**config.mk**
```make
export PLATFORM = sky130hd
export DESIGN_NAME = sbm_ctrl
export DESIGN_NICKNAME = d
export VERILOG_FILES = /design/src/sv/sbm_pkg.sv /design/src/sv/sbm_ctrl.sv
export SDC_FILE = /design/constraint.sdc
export NUM_CORES = 1
export LEC_CHECK = 0
export BUFFER_PORTS_ARGS = -buffer_cell sky130_fd_sc_hd__buf_2
export CELL_PAD_IN_SITES_DETAIL_PLACEMENT = 0
export CELL_PAD_IN_SITES_GLOBAL_PLACEMENT = 1
export CORE_MARGIN = 2
export CORE_UTILIZATION = 33
export CTS_CLUSTER_DIAMETER = 30
export DETAILED_ROUTE_END_ITERATION = 10
export GPL_TIMING_DRIVEN = 0
export PLACE_DENSITY = 0.81
export REMOVE_ABC_BUFFERS = 1
export SLEW_MARGIN = 20
export SYNTH_ARGS = -nofsm -noshare
export SYNTH_HDL_FRONTEND = slang
export SYNTH_SLANG_ARGS = --single-unit
```
**constraint.sdc**
```tcl
create_clock -name i_clk -period 4.3 [get_ports i_clk]
set_clock_uncertainty 0.2 [all_clocks]
set_input_delay 0.43 -clock i_clk [delete_from_list [all_inputs] [get_ports i_clk]]
set_output_delay 0.43 -clock i_clk [all_outputs]
set_load 0.02 [all_outputs]
```
**src/sv/sbm_pkg.sv**
```systemverilog
// Shared types and constants of the separable box mean filter.
package sbm_pkg;

    // Configuration port widths and register indexes
    localparam int CFG_IDX_W  = 2;
    localparam int CFG_DATA_W = 16;
    localparam logic [CFG_IDX_W-1:0] CFG_FRAME_WIDTH   = 2'd0;
    localparam logic [CFG_IDX_W-1:0] CFG_FRAME_HEIGHT  = 2'd1;
    localparam logic [CFG_IDX_W-1:0] CFG_WINDOW_RADIUS = 2'd2;

    // Register field widths and reset values
    localparam int FW_BITS = 10;
    localparam int FH_BITS = 16;
    localparam int FR_BITS = 4;
    localparam logic [FW_BITS-1:0] FW_RESET = 10'd64;
    localparam logic [FH_BITS-1:0] FH_RESET = 16'd64;
    localparam logic [FR_BITS-1:0] FR_RESET = 4'd2;

    // Port field widths
    localparam int PIX_IN_W = 16;
    localparam int MEAN_W   = 16;

    // Commands from controller to datapath
    typedef struct packed {
        logic accept_px;
        logic hsum_start;
        logic hsum_step;
        logic vsum_start;
        logic vsum_step;
        logic div_start;
        logic div_step;
        logic out_load;
    } t_cmd;

    // Status from datapath to controller
    typedef struct packed {
        logic row_done;
        logic emit_ok;
        logic hsum_ok;
        logic tap_last;
        logic center_last;
        logic vsum_done;
        logic div_last;
    } t_sts;

endpackage

```
**src/sv/sbm_ctrl.sv**
```systemverilog
// Controller state machine that sequences each item through the datapath.
module sbm_ctrl (
    input  logic          i_clk,
    input  logic          i_rst_n,
    input  logic          i_in_valid,
    input  logic          i_func,
    output logic          o_in_ready,
    output logic          o_out_valid,
    input  logic          i_out_ready,
    input  sbm_pkg::t_sts i_sts,
    output sbm_pkg::t_cmd o_cmd
);

    typedef enum logic [4:0] {
        ST_IDLE = 5'b00001,
        ST_HSUM = 5'b00010,
        ST_VSUM = 5'b00100,
        ST_DIV  = 5'b01000,
        ST_OUT  = 5'b10000
    } t_state;

    t_state r_state, n_state;
    logic   r_emit, n_emit;
    logic   r_out_valid, n_out_valid;

    // Next state and commands
    always_comb begin
        n_state    = r_state;
        n_emit     = r_emit;
        o_cmd      = '0;
        o_in_ready = 1'b0;
        unique case (r_state)
            ST_IDLE: begin
                o_in_ready = 1'b1;
                if (i_in_valid) begin
                    if (i_func) begin
                        if (i_sts.row_done) begin
                            o_cmd.vsum_start = 1'b1;
                            n_state          = ST_VSUM;
                        end
                    end else if (!i_sts.row_done) begin
                        o_cmd.accept_px = 1'b1;
                        n_emit          = i_sts.emit_ok;
                        if (i_sts.hsum_ok) begin
                            o_cmd.hsum_start = 1'b1;
                            n_state          = ST_HSUM;
                        end else if (i_sts.emit_ok) begin
                            o_cmd.vsum_start = 1'b1;
                            n_state          = ST_VSUM;
                        end
                    end
                end
            end
            ST_HSUM: begin
                o_cmd.hsum_step = 1'b1;
                if (i_sts.tap_last && i_sts.center_last) begin
                    if (r_emit) begin
                        o_cmd.vsum_start = 1'b1;
                        n_state          = ST_VSUM;
                    end else begin
                        n_state = ST_IDLE;
                    end
                end
            end
            ST_VSUM: begin
                if (i_sts.vsum_done) begin
                    o_cmd.div_start = 1'b1;
                    n_state         = ST_DIV;
                end else begin
                    o_cmd.vsum_step = 1'b1;
                end
            end
            ST_DIV: begin
                o_cmd.div_step = 1'b1;
                if (i_sts.div_last) begin
                    n_state = ST_OUT;
                end
            end
            ST_OUT: begin
                if (!r_out_valid || i_out_ready) begin
                    o_cmd.out_load = 1'b1;
                    n_state        = ST_IDLE;
                end
            end
            default: begin
                n_state = ST_IDLE;
            end
        endcase
    end

    // Hold result valid until taken
    always_comb begin
        priority if (o_cmd.out_load) begin
            n_out_valid = 1'b1;
        end else if (r_out_valid && i_out_ready) begin
            n_out_valid = 1'b0;
        end else begin
            n_out_valid = r_out_valid;
        end
    end

    always_ff @(posedge i_clk) begin
        if (!i_rst_n) begin
            r_state     <= ST_IDLE;
            r_emit      <= 1'b0;
            r_out_valid <= 1'b0;
        end else begin
            r_state     <= n_state;
            r_emit      <= n_emit;
            r_out_valid <= n_out_valid;
        end
    end

    assign o_out_valid = r_out_valid;

endmodule

```
==> results of run 1 <==
==> worst min path at each step <==
stage | startpoint | to | slack (ns) | cells after the start
floorplan | r_state[1]$_SDFFE_PN0P_ | r_state[1]$_SDFFE_PN0P_ | 0.28 | 2
global placement | r_state[1]$_SDFFE_PN0P_ | r_state[1]$_SDFFE_PN0P_ | 0.31 | 2
detailed placement | r_state[1]$_SDFFE_PN0P_ | r_state[1]$_SDFFE_PN0P_ | 0.32 | 2
CTS | i_sts[5] | r_emit$_SDFFE_PN0P_ | 0.24 | 3
global route | i_sts[5] | r_emit$_SDFFE_PN0P_ | 0.25 | 3
finish | i_sts[5] | r_emit$_SDFFE_PN0P_ | 0.24 | 3
==> registers in the layout (all words and copies together) (netlist names) <==
name	cells
r_emit	1
o_out_valid	1
r_state	5
==> cell usage in the layout, fill, tap and decap left out, drive strengths merged, types with 2 or more instances in the layout <==
cell | netlist | routed
nand2 | 5 | 5
inv | 4 | 4
nor3 | 2 | 2
o21a | 2 | 2
dfxtp | 7 | 7
nor2b | 5 | 5
clkbuf | 0 | 3
nand3b | 2 | 2
buf | 1 | 21
or3b | 2 | 2
and3 | 2 | 2
and2 | 2 | 2
nor2 | 6 | 6
nand3 | 4 | 4
or3 | 2 | 2
==> worst min-delay path, delay by kind of cell <==
| kind | cells | cell delay, ns |
|---|---|---|
| buffers and inverters | 1 | 0.08 |
| AND/OR/NAND/NOR | 1 | 0.09 |
| multiplexers | 1 | 0.06 |
==> through the flow <==
stage | power [W] | hold WS (ns) | utilization, % | std cells | worst slack (ns)
floorplan | 0.0000941 | 0.279 | - | 58 | 1.91
global placement | 0.000108 | 0.314 | 44.4 | 94 | 2.00
detailed placement | 0.000108 | 0.317 | 44.4 | 94 | 2.04
CTS | 0.000170 | 0.241 | 46.4 | 98 | 1.77
global route | 0.000176 | 0.252 | 46.4 | 98 | 1.67
finish | 0.000167 | 0.242 | 46.4 | 98 | 1.79
==> metal layers <==
metal | GRT usage [%] | part of all wire, % | up-vias
met3 | 6.47 | 5.3 | 0
met1 | 13.9 | 46 | 213
met5 | 0 | 0 | -
met4 | 3.75 | 0 | 0
met2 | 22.5 | 48 | 10
li1 | - | - | 261
==> cell type report <==
class | instances | area share, %
inverters | 4 | 2.42
repair buffers | 21 | 17.0
clock inverters | 1 | 0.808
multi-input cells | 47 | 50.5
clock buffers | 3 | 3.64
flip-flops and latches | 7 | 22.6
well taps | 15 | 3.03
==> cells by family after synthesis <==
| kind of cell | count (synthesis) | share of synthesized area (%) |
|---|---|---|
| AO/OA/AOI/OAI | 10 | 16.2 |
| buffers and inverters | 6 | 6.70 |
| flip-flops | 7 | 28.9 |
| multiplexers | 1 | 2.06 |
| AND/OR/NAND/NOR | 36 | 46.1 |
==> power groups by stage <==
stage	clock network (W)	logic (W)	registers, W
6_report	0.0000609	0.0000362	0.0000700
5_1_grt	0.0000654	0.0000403	0.0000704
4_1_cts	0.0000634	0.0000367	0.0000699
3_5_place_dp	0	0.0000365	0.0000713
3_3_place_gp	0	0.0000367	0.0000714
2_1_floorplan	0	0.0000236	0.0000706
==> impl_metrics.csv, run 1 <==
group,metric,value,unit
status,outcome,"complete, no violations",
cts,htree_levels,1,
grt,overflow,0,
placed_design,io_buffers,21,
timing,slew_headroom,80.7,%
logic_synthesis,yosysUniqueCellTypes,31,
cells_and_area,antenna_cells,0,
critical_path,r2r_start,"r_state[2]$_SDFFE_PN0P_",
timing,worstMarginPinSlew,0.287,ns
critical_path,startpoint,"r_state[2]$_SDFFE_PN0P_",
logic_synthesis,synth.avg_cell_area,8.09,µm²
critical_path,cp_top_family,"simple AND/OR/NAND/NOR gates",
timing,fin_crit,2.51,ns
placed_design,hpwlAfterDp,868,µm
logic_synthesis,yosys-top-cells-area,"dfxtp_1 29%, nor2b_1 6.4%, nor2_1 4.6%, nand3_1 4.1%, nand2_1 3.9%",
grt,antenna_found_initial,0,
grt,grt_usage,13.0,%
logic_synthesis,synth_edf_count,0,
die,num_rows,13,
cells_and_area,fill_cells,161,
logic_synthesis,async_flop_share,0,%
logic_synthesis,netlist_area,485,µm²
die,ios,22,
critical_path,cp-start-kind,"register",
power_and_ir_drop,seqPwrFrac,41.9,%
power_and_ir_drop,p_sw_share,29.0,%
routing,wirelength,1050,µm
critical_path,crit_path_end_kind,"primary output",
cts,ctsRootBufferMaster,"clkbuf_4",
logic_synthesis,yosysWarnings,0,
grt,first_global_vias,443,
timing,fmax,399,MHz
power_and_ir_drop,ir_drop,0.127,mV
placed_design,gp_congestion,0.747,
power_and_ir_drop,power.internal,0.000119,W
critical_path,reg2reg_depth,5,
cts,clkLatencyLatePin,0.26,ns
cts,clkTransAtPathRegs,0.06,ns
cts,ctsHoldBuffers,0,
timing,grt_setup_unrepaired,"false",
timing,setup_tns,0,ns
cells_and_area,final_area,619,µm²
cts,cts_tree,"built",
placed_design,postPlaceCellArea,592,µm²
timing,maxSlewViolCount,0,
die,die_h,42.4,µm
die,initial_core_util,36.4,%
power_and_ir_drop,p_sw,0.0000485,W
critical_path,cp.depth,5,
die,die_x,42.4,µm
cts,cts_buffers,3,
routing,via_count,484,
critical_path,cp_num_buf_inv,1,
logic_synthesis,synth_top_area_cell,"dfxtp_1",
die,core,0.00133,mm²
power_and_ir_drop,clkPwrFrac,36.4,%
critical_path,crit_fanout,6,
die,die_area,0.00179,mm²
timing,setup_viol,0,
job,drv_cap,0,
power_and_ir_drop,cellPowerDensity,270,mW/mm²
logic_synthesis,ys.flop_type,"dfxtp_1",
critical_path,reg2reg_to,"r_state[4]$_SDFFE_PN0P_",
routing,final_antenna_net_count,0,
routing,viasPerCell,4.94,
cts,cts_resized,0,
logic_synthesis,ys_seq_area_share,28.9,%
timing,fin_crit_sh,58.3,%
critical_path,crit_path_end,"o_cmd[6]",
cts,ctsLongestPathBuffers,2,
grt,grt_max_degree,10,
power_and_ir_drop,combPwrFrac,21.7,%
cells_and_area,regArea,140,µm²
critical_path,r2r_slack,2.34,ns
routing,avgRoutedWirePerCell,10.7,µm
logic_synthesis,synth_top_area_share,28.9,%
logic_synthesis,synth_seq_cells,7,
hold_path,hold_path_class,"in -> reg",
cells_and_area,multi_input_area,313,µm²
cells_and_area,areaGrowthSynthToFinish,27.6,%
timing,hold_violations,0,
routing,drtIter0Drc,6,
logic_synthesis,post-synth-top-count-cell,"dfxtp_1",
grt,grt_pass1_wl,1760,µm
critical_path,cp.arrival,1.88,ns
power_and_ir_drop,leakage,0.302,nW
critical_path,required,3.67,ns
routing,drc,0,
routing,dr.pass1.iters,3,
critical_path,worstSetupPathType,"reg -> out",
critical_path,slowest_stage,"or3_4",
critical_path,path_cells,"or3_4 > nor3b_4 > and3_1 > and2_1 > buf_2",
cells_and_area,drive_gt1_share,38.6,%
cells_and_area,fin_nets,96,
logic_synthesis,synth_common_cells,"7 x dfxtp_1, 6 x nor2_1, 5 x nand2_1, 5 x nor2b_1",
cts,cts.sinks,7,
critical_path,max_stage_delay,0.42,ns
cts,post_cts_buffers,0,
logic_synthesis,syn_inst,60,
Power figures use the tool's default switching activity.
==> inputs of run 2 (changes only) <==
--- a/config.mk
+++ b/config.mk
@@ -9,11 +9,11 @@
 export CELL_PAD_IN_SITES_DETAIL_PLACEMENT = 0
 export CELL_PAD_IN_SITES_GLOBAL_PLACEMENT = 1
 export CORE_MARGIN = 2
-export CORE_UTILIZATION = 33
+export CORE_UTILIZATION = 30
 export CTS_CLUSTER_DIAMETER = 30
 export DETAILED_ROUTE_END_ITERATION = 10
 export GPL_TIMING_DRIVEN = 0
-export PLACE_DENSITY = 0.81
+export PLACE_DENSITY = 0.75
 export REMOVE_ABC_BUFFERS = 1
 export SLEW_MARGIN = 20
 export SYNTH_ARGS = -nofsm -noshare
==> constraint.sdc (replaced) <==
create_clock -name i_clk -period 2.6 [get_ports i_clk]
set_clock_uncertainty 0.2 [all_clocks]
set_input_delay 0.26 -clock i_clk [delete_from_list [all_inputs] [get_ports i_clk]]
set_output_delay 0.26 -clock i_clk [all_outputs]
set_load 0.02 [all_outputs]
==> run 2 against run 1 <==
Against the previous run: worst setup slack got worse by 1.6 ns; total power is 68% higher; critical path type unchanged; wire length up 10%; critical path depth unchanged; utilization is 5.2 points lower; sequential power increased by 66%; sequential share of layout area is essentially flat.
==> impl_metrics.csv, run 2 (synthesized netlist as in run 1, its figures left out) <==
group,metric,value,unit
die,ios,22,
timing,fin_crit,2.38,ns
cts,clkLatencyLatePin,0.26,ns
timing,grt_setup_unrepaired,"false",
critical_path,r2r_slack,0.60,ns
critical_path,reg2reg_to,"r_state[4]$_SDFFE_PN0P_",
cells_and_area,areaGrowthSynthToFinish,27.8,%
routing,via_count,506,
routing,final_antenna_net_count,0,
cts,htree_levels,1,
power_and_ir_drop,combPwrFrac,21.7,%
critical_path,max_stage_delay,0.42,ns
critical_path,crit_fanout,6,
routing,wirelength,1160,µm
timing,fin_crit_sh,91.5,%
power_and_ir_drop,p_sw,0.0000842,W
cts,ctsHoldBuffers,0,
cells_and_area,drive_gt1_share,38.6,%
placed_design,postPlaceCellArea,593,µm²
cts,ctsRootBufferMaster,"clkbuf_4",
power_and_ir_drop,p_sw_share,30.0,%
critical_path,worstSetupPathType,"reg -> out",
timing,worstMarginPinSlew,0.295,ns
power_and_ir_drop,power.internal,0.000196,W
timing,setup_tns,0,ns
cells_and_area,antenna_cells,0,
cells_and_area,largest_reg_flops,5,
placed_design,io_buffers,21,
placed_design,gp_congestion,0.733,
cts,cts_tree,"built",
power_and_ir_drop,ir_drop,0.230,mV
critical_path,cp.arrival,1.92,ns
critical_path,path_cells,"or3_4 > nor3b_4 > and3_1 > and2_1 > buf_2",
critical_path,crit_path_end_kind,"primary output",
cells_and_area,final_common_cell,"buf_2",
grt,grt_usage,13.6,%
critical_path,cp.depth,5,
die,die_x,44.2,µm
power_and_ir_drop,p_total,0.000281,W
cells_and_area,largest-register,"r_state",
cells_and_area,final_util,41.2,%
critical_path,reg2reg_depth,5,
hold_path,hold_path_class,"in -> reg",
power_and_ir_drop,cellPowerDensity,452,mW/mm²
power_and_ir_drop,clkPwrFrac,37.1,%
hold_path,min_path_cells,3,
routing,dr.pass1.iters,4,
placed_design,hpwlAfterDp,941,µm
cts,ctsLongestPathBuffers,2,
routing,drtIter0Drc,8,
grt,antenna_found_initial,0,
cells_and_area,final_cell_mix,"21 x buf_2, 7 x dfxtp_1, 6 x nor2_1",
cells_and_area,final_area,621,µm²
job,drv_cap,0,
cts,cts_buffers,3,
die,die_area,0.00196,mm²
hold_path,min_from,"i_sts[5]",
power_and_ir_drop,seqPwrFrac,41.2,%
power_and_ir_drop,leakage,0.302,nW
cts,clkTransAtPathRegs,0.06,ns
cells_and_area,instances_no_fill,99,
cells_and_area,fin_nets,96,
hold_path,whs_endpoint,"r_emit$_SDFFE_PN0P_",
cts,post_cts_buffers,0,
cts,cts_resized,0,
routing,viasPerCell,5.11,
grt,first_global_vias,434,
critical_path,required,2.14,ns
die,initial_core_util,32.2,%
critical_path,r2r_start,"r_state[2]$_SDFFE_PN0P_",
status,outcome,"complete, no violations",
cts,cts.sinks,7,
timing,setup_viol,0,
critical_path,cp_num_buf_inv,1,
timing,fmax,420,MHz
die,num_rows,14,
die,core,0.00151,mm²
grt,grt_max_degree,10,
critical_path,slowest_stage,"or3_4",
critical_path,cp_top_family,"simple AND/OR/NAND/NOR gates",
grt,grt_pass1_wl,1910,µm
critical_path,cp-start-kind,"register",
die,die_h,44.2,µm
routing,drc,0,
timing,maxSlewViolCount,0,
grt,overflow,0,
timing,slew_headroom,80.2,%
routing,avgRoutedWirePerCell,11.7,µm
placed_design,dp_cells,95,
timing,hold_violations,0,
## run 2: metrics by stage
step,hold slack [ns],setup WS [ns]
floorplan,0.159,0.384
global placement,0.318,0.507
detailed placement,0.321,0.506
CTS,0.0790,0.210
global route,0.0802,0.114
finish,0.0769,0.220
## run 2: power groups by stage
stage / clock network, W / logic (W) / registers [W]
final: 0.000104 / 0.0000610 / 0.000116
after global routing: 0.000113 / 0.0000680 / 0.000117
after CTS: 0.000109 / 0.0000618 / 0.000116
after detailed placement: 0 / 0.0000615 / 0.000118
after global placement: 0 / 0.0000605 / 0.000118
after floorplan: 0 / 0.0000390 / 0.000117
## run 2: per-layer routing
metal  vias to the layer above  track usage [%]  wire, µm
met4                         0             5.45         0
met3                         0             6.12        68
met2                        16             20.6       575
met5                         -                0         0
li1                        257                -         -
met1                       233             16.9       514
## run 2: worst max-delay path by stage
stage	from	end
finish	r_state[2]$_SDFFE_PN0P_	o_cmd[6]
global route	r_state[4]$_SDFFE_PN0P_	o_cmd[6]
CTS	r_state[4]$_SDFFE_PN0P_	o_cmd[6]
floorplan	r_state[2]$_SDFFE_PN0P_	o_cmd[6]
detailed placement	r_state[4]$_SDFFE_PN0P_	o_cmd[6]
global placement	r_state[2]$_SDFFE_PN0P_	o_cmd[6]
## run 2: worst reg2reg max path: stages (launching register included)
cell	delay, ns
dfxtp_1	0.35
or3_4	0.42
or3b_4	0.40
o221ai_2	0.21
nor2b_1	0.10
a31o_1	0.22
## run 2: final cells by class
type,instances,area (µm²)
well taps,16,20.0
repair buffers,21,105
fillers,170,886
clock buffers,3,22.5
flip-flops and latches,7,140
clock inverters,1,5.00
inverters,4,15.0
multi-input cells,47,313
==> inputs of run 3 (changes only) <==
--- a/config.mk
+++ b/config.mk
@@ -5,7 +5,7 @@
 export SDC_FILE = /design/constraint.sdc
 export NUM_CORES = 1
 export LEC_CHECK = 0
-export BUFFER_PORTS_ARGS = -buffer_cell sky130_fd_sc_hd__buf_2
+export BUFFER_PORTS_ARGS = -buffer_cell sky130_fd_sc_hd__clkbuf_2
 export CELL_PAD_IN_SITES_DETAIL_PLACEMENT = 0
 export CELL_PAD_IN_SITES_GLOBAL_PLACEMENT = 1
 export CORE_MARGIN = 2
==> constraint.sdc (replaced) <==
create_clock -name i_clk -period 2.4 [get_ports i_clk]
set_clock_uncertainty 0.2 [all_clocks]
set_input_delay 0.24 -clock i_clk [delete_from_list [all_inputs] [get_ports i_clk]]
set_output_delay 0.24 -clock i_clk [all_outputs]
set_load 0.02 [all_outputs]
==> run 3 against run 2 <==
Against the previous run: global-route usage about the same; utilization up 0.75 points; non-clock buffer count up 1; clock power up 8%; cell count up 1.0%; sequential share of layout area down 0.40 points; design area up 1.8%; worst setup slack worse by 0.14 ns; critical path depth unchanged; via count up 1.4%; critical path type unchanged.
==> impl_metrics.csv, run 3 (synthesized netlist as in run 1, its figures left out) <==
group,metric,value,unit
status,outcome,"complete, no violations",
cells_and_area,fin_nets,97,
cells_and_area,areaGrowthSynthToFinish,30.2,%
timing,fin_crit_sh,96.5,%
power_and_ir_drop,seqPwrFrac,40.7,%
cells_and_area,antenna_cells,0,
placed_design,hpwlAfterDp,921,µm
cts,cts_tree,"built",
placed_design,postPlaceCellArea,593,µm²
timing,worstMarginPinSlew,0.297,ns
grt,grt_max_degree,10,
placed_design,gp_congestion,0.728,
grt,antenna_found_initial,0,
power_and_ir_drop,power.internal,0.000219,W
timing,slew_headroom,80.1,%
cells_and_area,largest-register,"r_state",
die,die_x,44.2,µm
power_and_ir_drop,combPwrFrac,23.1,%
cells_and_area,final_cell_mix,"21 x clkbuf_2, 7 x dfxtp_1, 6 x nor2_1",
timing,setup_tns,0,ns
critical_path,max_stage_delay,0.42,ns
timing,fmax,432,MHz
timing,hold_violations,0,
power_and_ir_drop,p_sw_share,28.9,%
power_and_ir_drop,cellPowerDensity,487,mW/mm²
critical_path,cp.arrival,1.88,ns
critical_path,cp-start-kind,"register",
critical_path,cp_top_family,"simple AND/OR/NAND/NOR gates",
critical_path,path_cells,"or3_4 > nor3b_4 > and3_4 > and2_1 > clkbuf_2",
power_and_ir_drop,ir_drop,0.206,mV
timing,setup_ws,0.0834,ns
die,core,0.00151,mm²
grt,overflow,0,
routing,viasPerCell,5.13,
routing,drtIter0Drc,4,
job,drv_cap,0,
die,num_rows,14,
routing,drc,0,
cts,ctsHoldBuffers,0,
routing,final_antenna_net_count,0,
die,initial_core_util,32.2,%
cells_and_area,final_area,632,µm²
critical_path,worstSetupPathType,"reg -> out",
power_and_ir_drop,leakage,0.298,nW
cells_and_area,largest_reg_flops,5,
cts,ctsLongestPathBuffers,2,
timing,fin_crit,2.32,ns
cells_and_area,drive_gt1_share,39.3,%
power_and_ir_drop,p_sw,0.0000891,W
hold_path,hold_path_class,"in -> reg",
power_and_ir_drop,clkPwrFrac,36.2,%
cts,clkTransAtPathRegs,0.06,ns
critical_path,slowest_stage,"or3_4",
routing,dr.pass1.iters,4,
die,die_area,0.00196,mm²
grt,first_global_vias,428,
placed_design,post-place-ws,0.310,ns
placed_design,io_buffers,21,
cells_and_area,final_common_cell,"clkbuf_2",
die,ios,22,
routing,avgRoutedWirePerCell,11.7,µm
cts,clkLatencyLatePin,0.25,ns
cts,cts_buffers,3,
timing,setup_viol,0,
critical_path,crit_fanout,6,
power_and_ir_drop,p_total,0.000308,W
timing,grt_setup_unrepaired,"false",
routing,via_count,513,
timing,maxSlewViolCount,0,
cts,cts.sinks,7,
critical_path,required,1.96,ns
cts,ctsRootBufferMaster,"clkbuf_4",
routing,wirelength,1170,µm
critical_path,crit_path_end_kind,"primary output",
cts,htree_levels,1,
die,die_h,44.2,µm
critical_path,cp_num_buf_inv,1,
grt,grt_pass1_wl,1900,µm
grt,grt_usage,13.7,%
[run 3: changes by cell type in the layout (fill, tap and decap cells not counted)]
| cell | before | now |
|---|---|---|
| and3_4 | 0 | 1 |
| clkbuf_1 | 0 | 1 |
| buf_4 | 0 | 1 |
| and3_1 | 1 | 0 |
| buf_2 | 21 | 0 |
| clkinv_2 | 1 | 0 |
| clkbuf_2 | 0 | 21 |
[run 3: cell type report]
class | instances | area (µm²)
Inverter | 4 | 15.0
Clock buffer | 4 | 26.3
Tap cell | 16 | 20.0
Fill cell | 165 | 875
Timing Repair Buffer | 22 | 113
Sequential cell | 7 | 140
Multi-Input combinational cell | 47 | 318
[run 3: routing by layer]
metal,part of all wire (%),track usage [%],up-vias,wire [µm]
li1,-,-,260,-
met1,45,17.7,238,527
met2,49,19.7,11,569
met3,3.0,2.45,4,35
met4,3.2,10.9,0,38
met5,0,0,-,0
[run 3: path summary, 6_finish.rpt]
kind              cells after the start               startpoint                       to  slack (ns)
setup / recovery                      5  r_state[2]$_SDFFE_PN0P_                 o_cmd[6]        0.08
hold / removal                        3                 i_sts[5]      r_emit$_SDFFE_PN0P_        0.08
setup reg to reg                      5  r_state[2]$_SDFFE_PN0P_  r_state[4]$_SDFFE_PN0P_        0.42
hold reg to reg                       2  r_state[1]$_SDFFE_PN0P_  r_state[1]$_SDFFE_PN0P_        0.33
[run 3: through the flow]
stage,util [%],std cells,hold slack [ns]
after global placement,39.4,95,0.321
after global routing,41.9,100,0.0958
final,41.9,100,0.0781
after detailed placement,39.4,95,0.322
after floorplan,-,58,0.139
after CTS,41.1,99,0.0772
[run 3: tightest hold or removal path, delay by kind of cell]
family / cells / cell delay, ns
AND/OR/NAND/NOR: 1 / 0.11
buffers and inverters: 1 / 0.08
multiplexers: 1 / 0.06
[run 3: what timing repair did]
item / CTS / global route
setup buffers: 0 / 1
endpoints found under the hold margin: 0 / 0
endpoints found under the setup margin: 0 / 1
resized for setup: 0 / 1
[run 3: power by group through the flow]
stage	Sequential [W]	Clock (W)	Combinational, W
after detailed placement	0.000128	0	0.0000663
after floorplan	0.000126	0	0.0000422
final	0.000125	0.000112	0.0000711
after global placement	0.000128	0	0.0000657
after CTS	0.000125	0.000119	0.0000666
after global routing	0.000126	0.000124	0.0000785
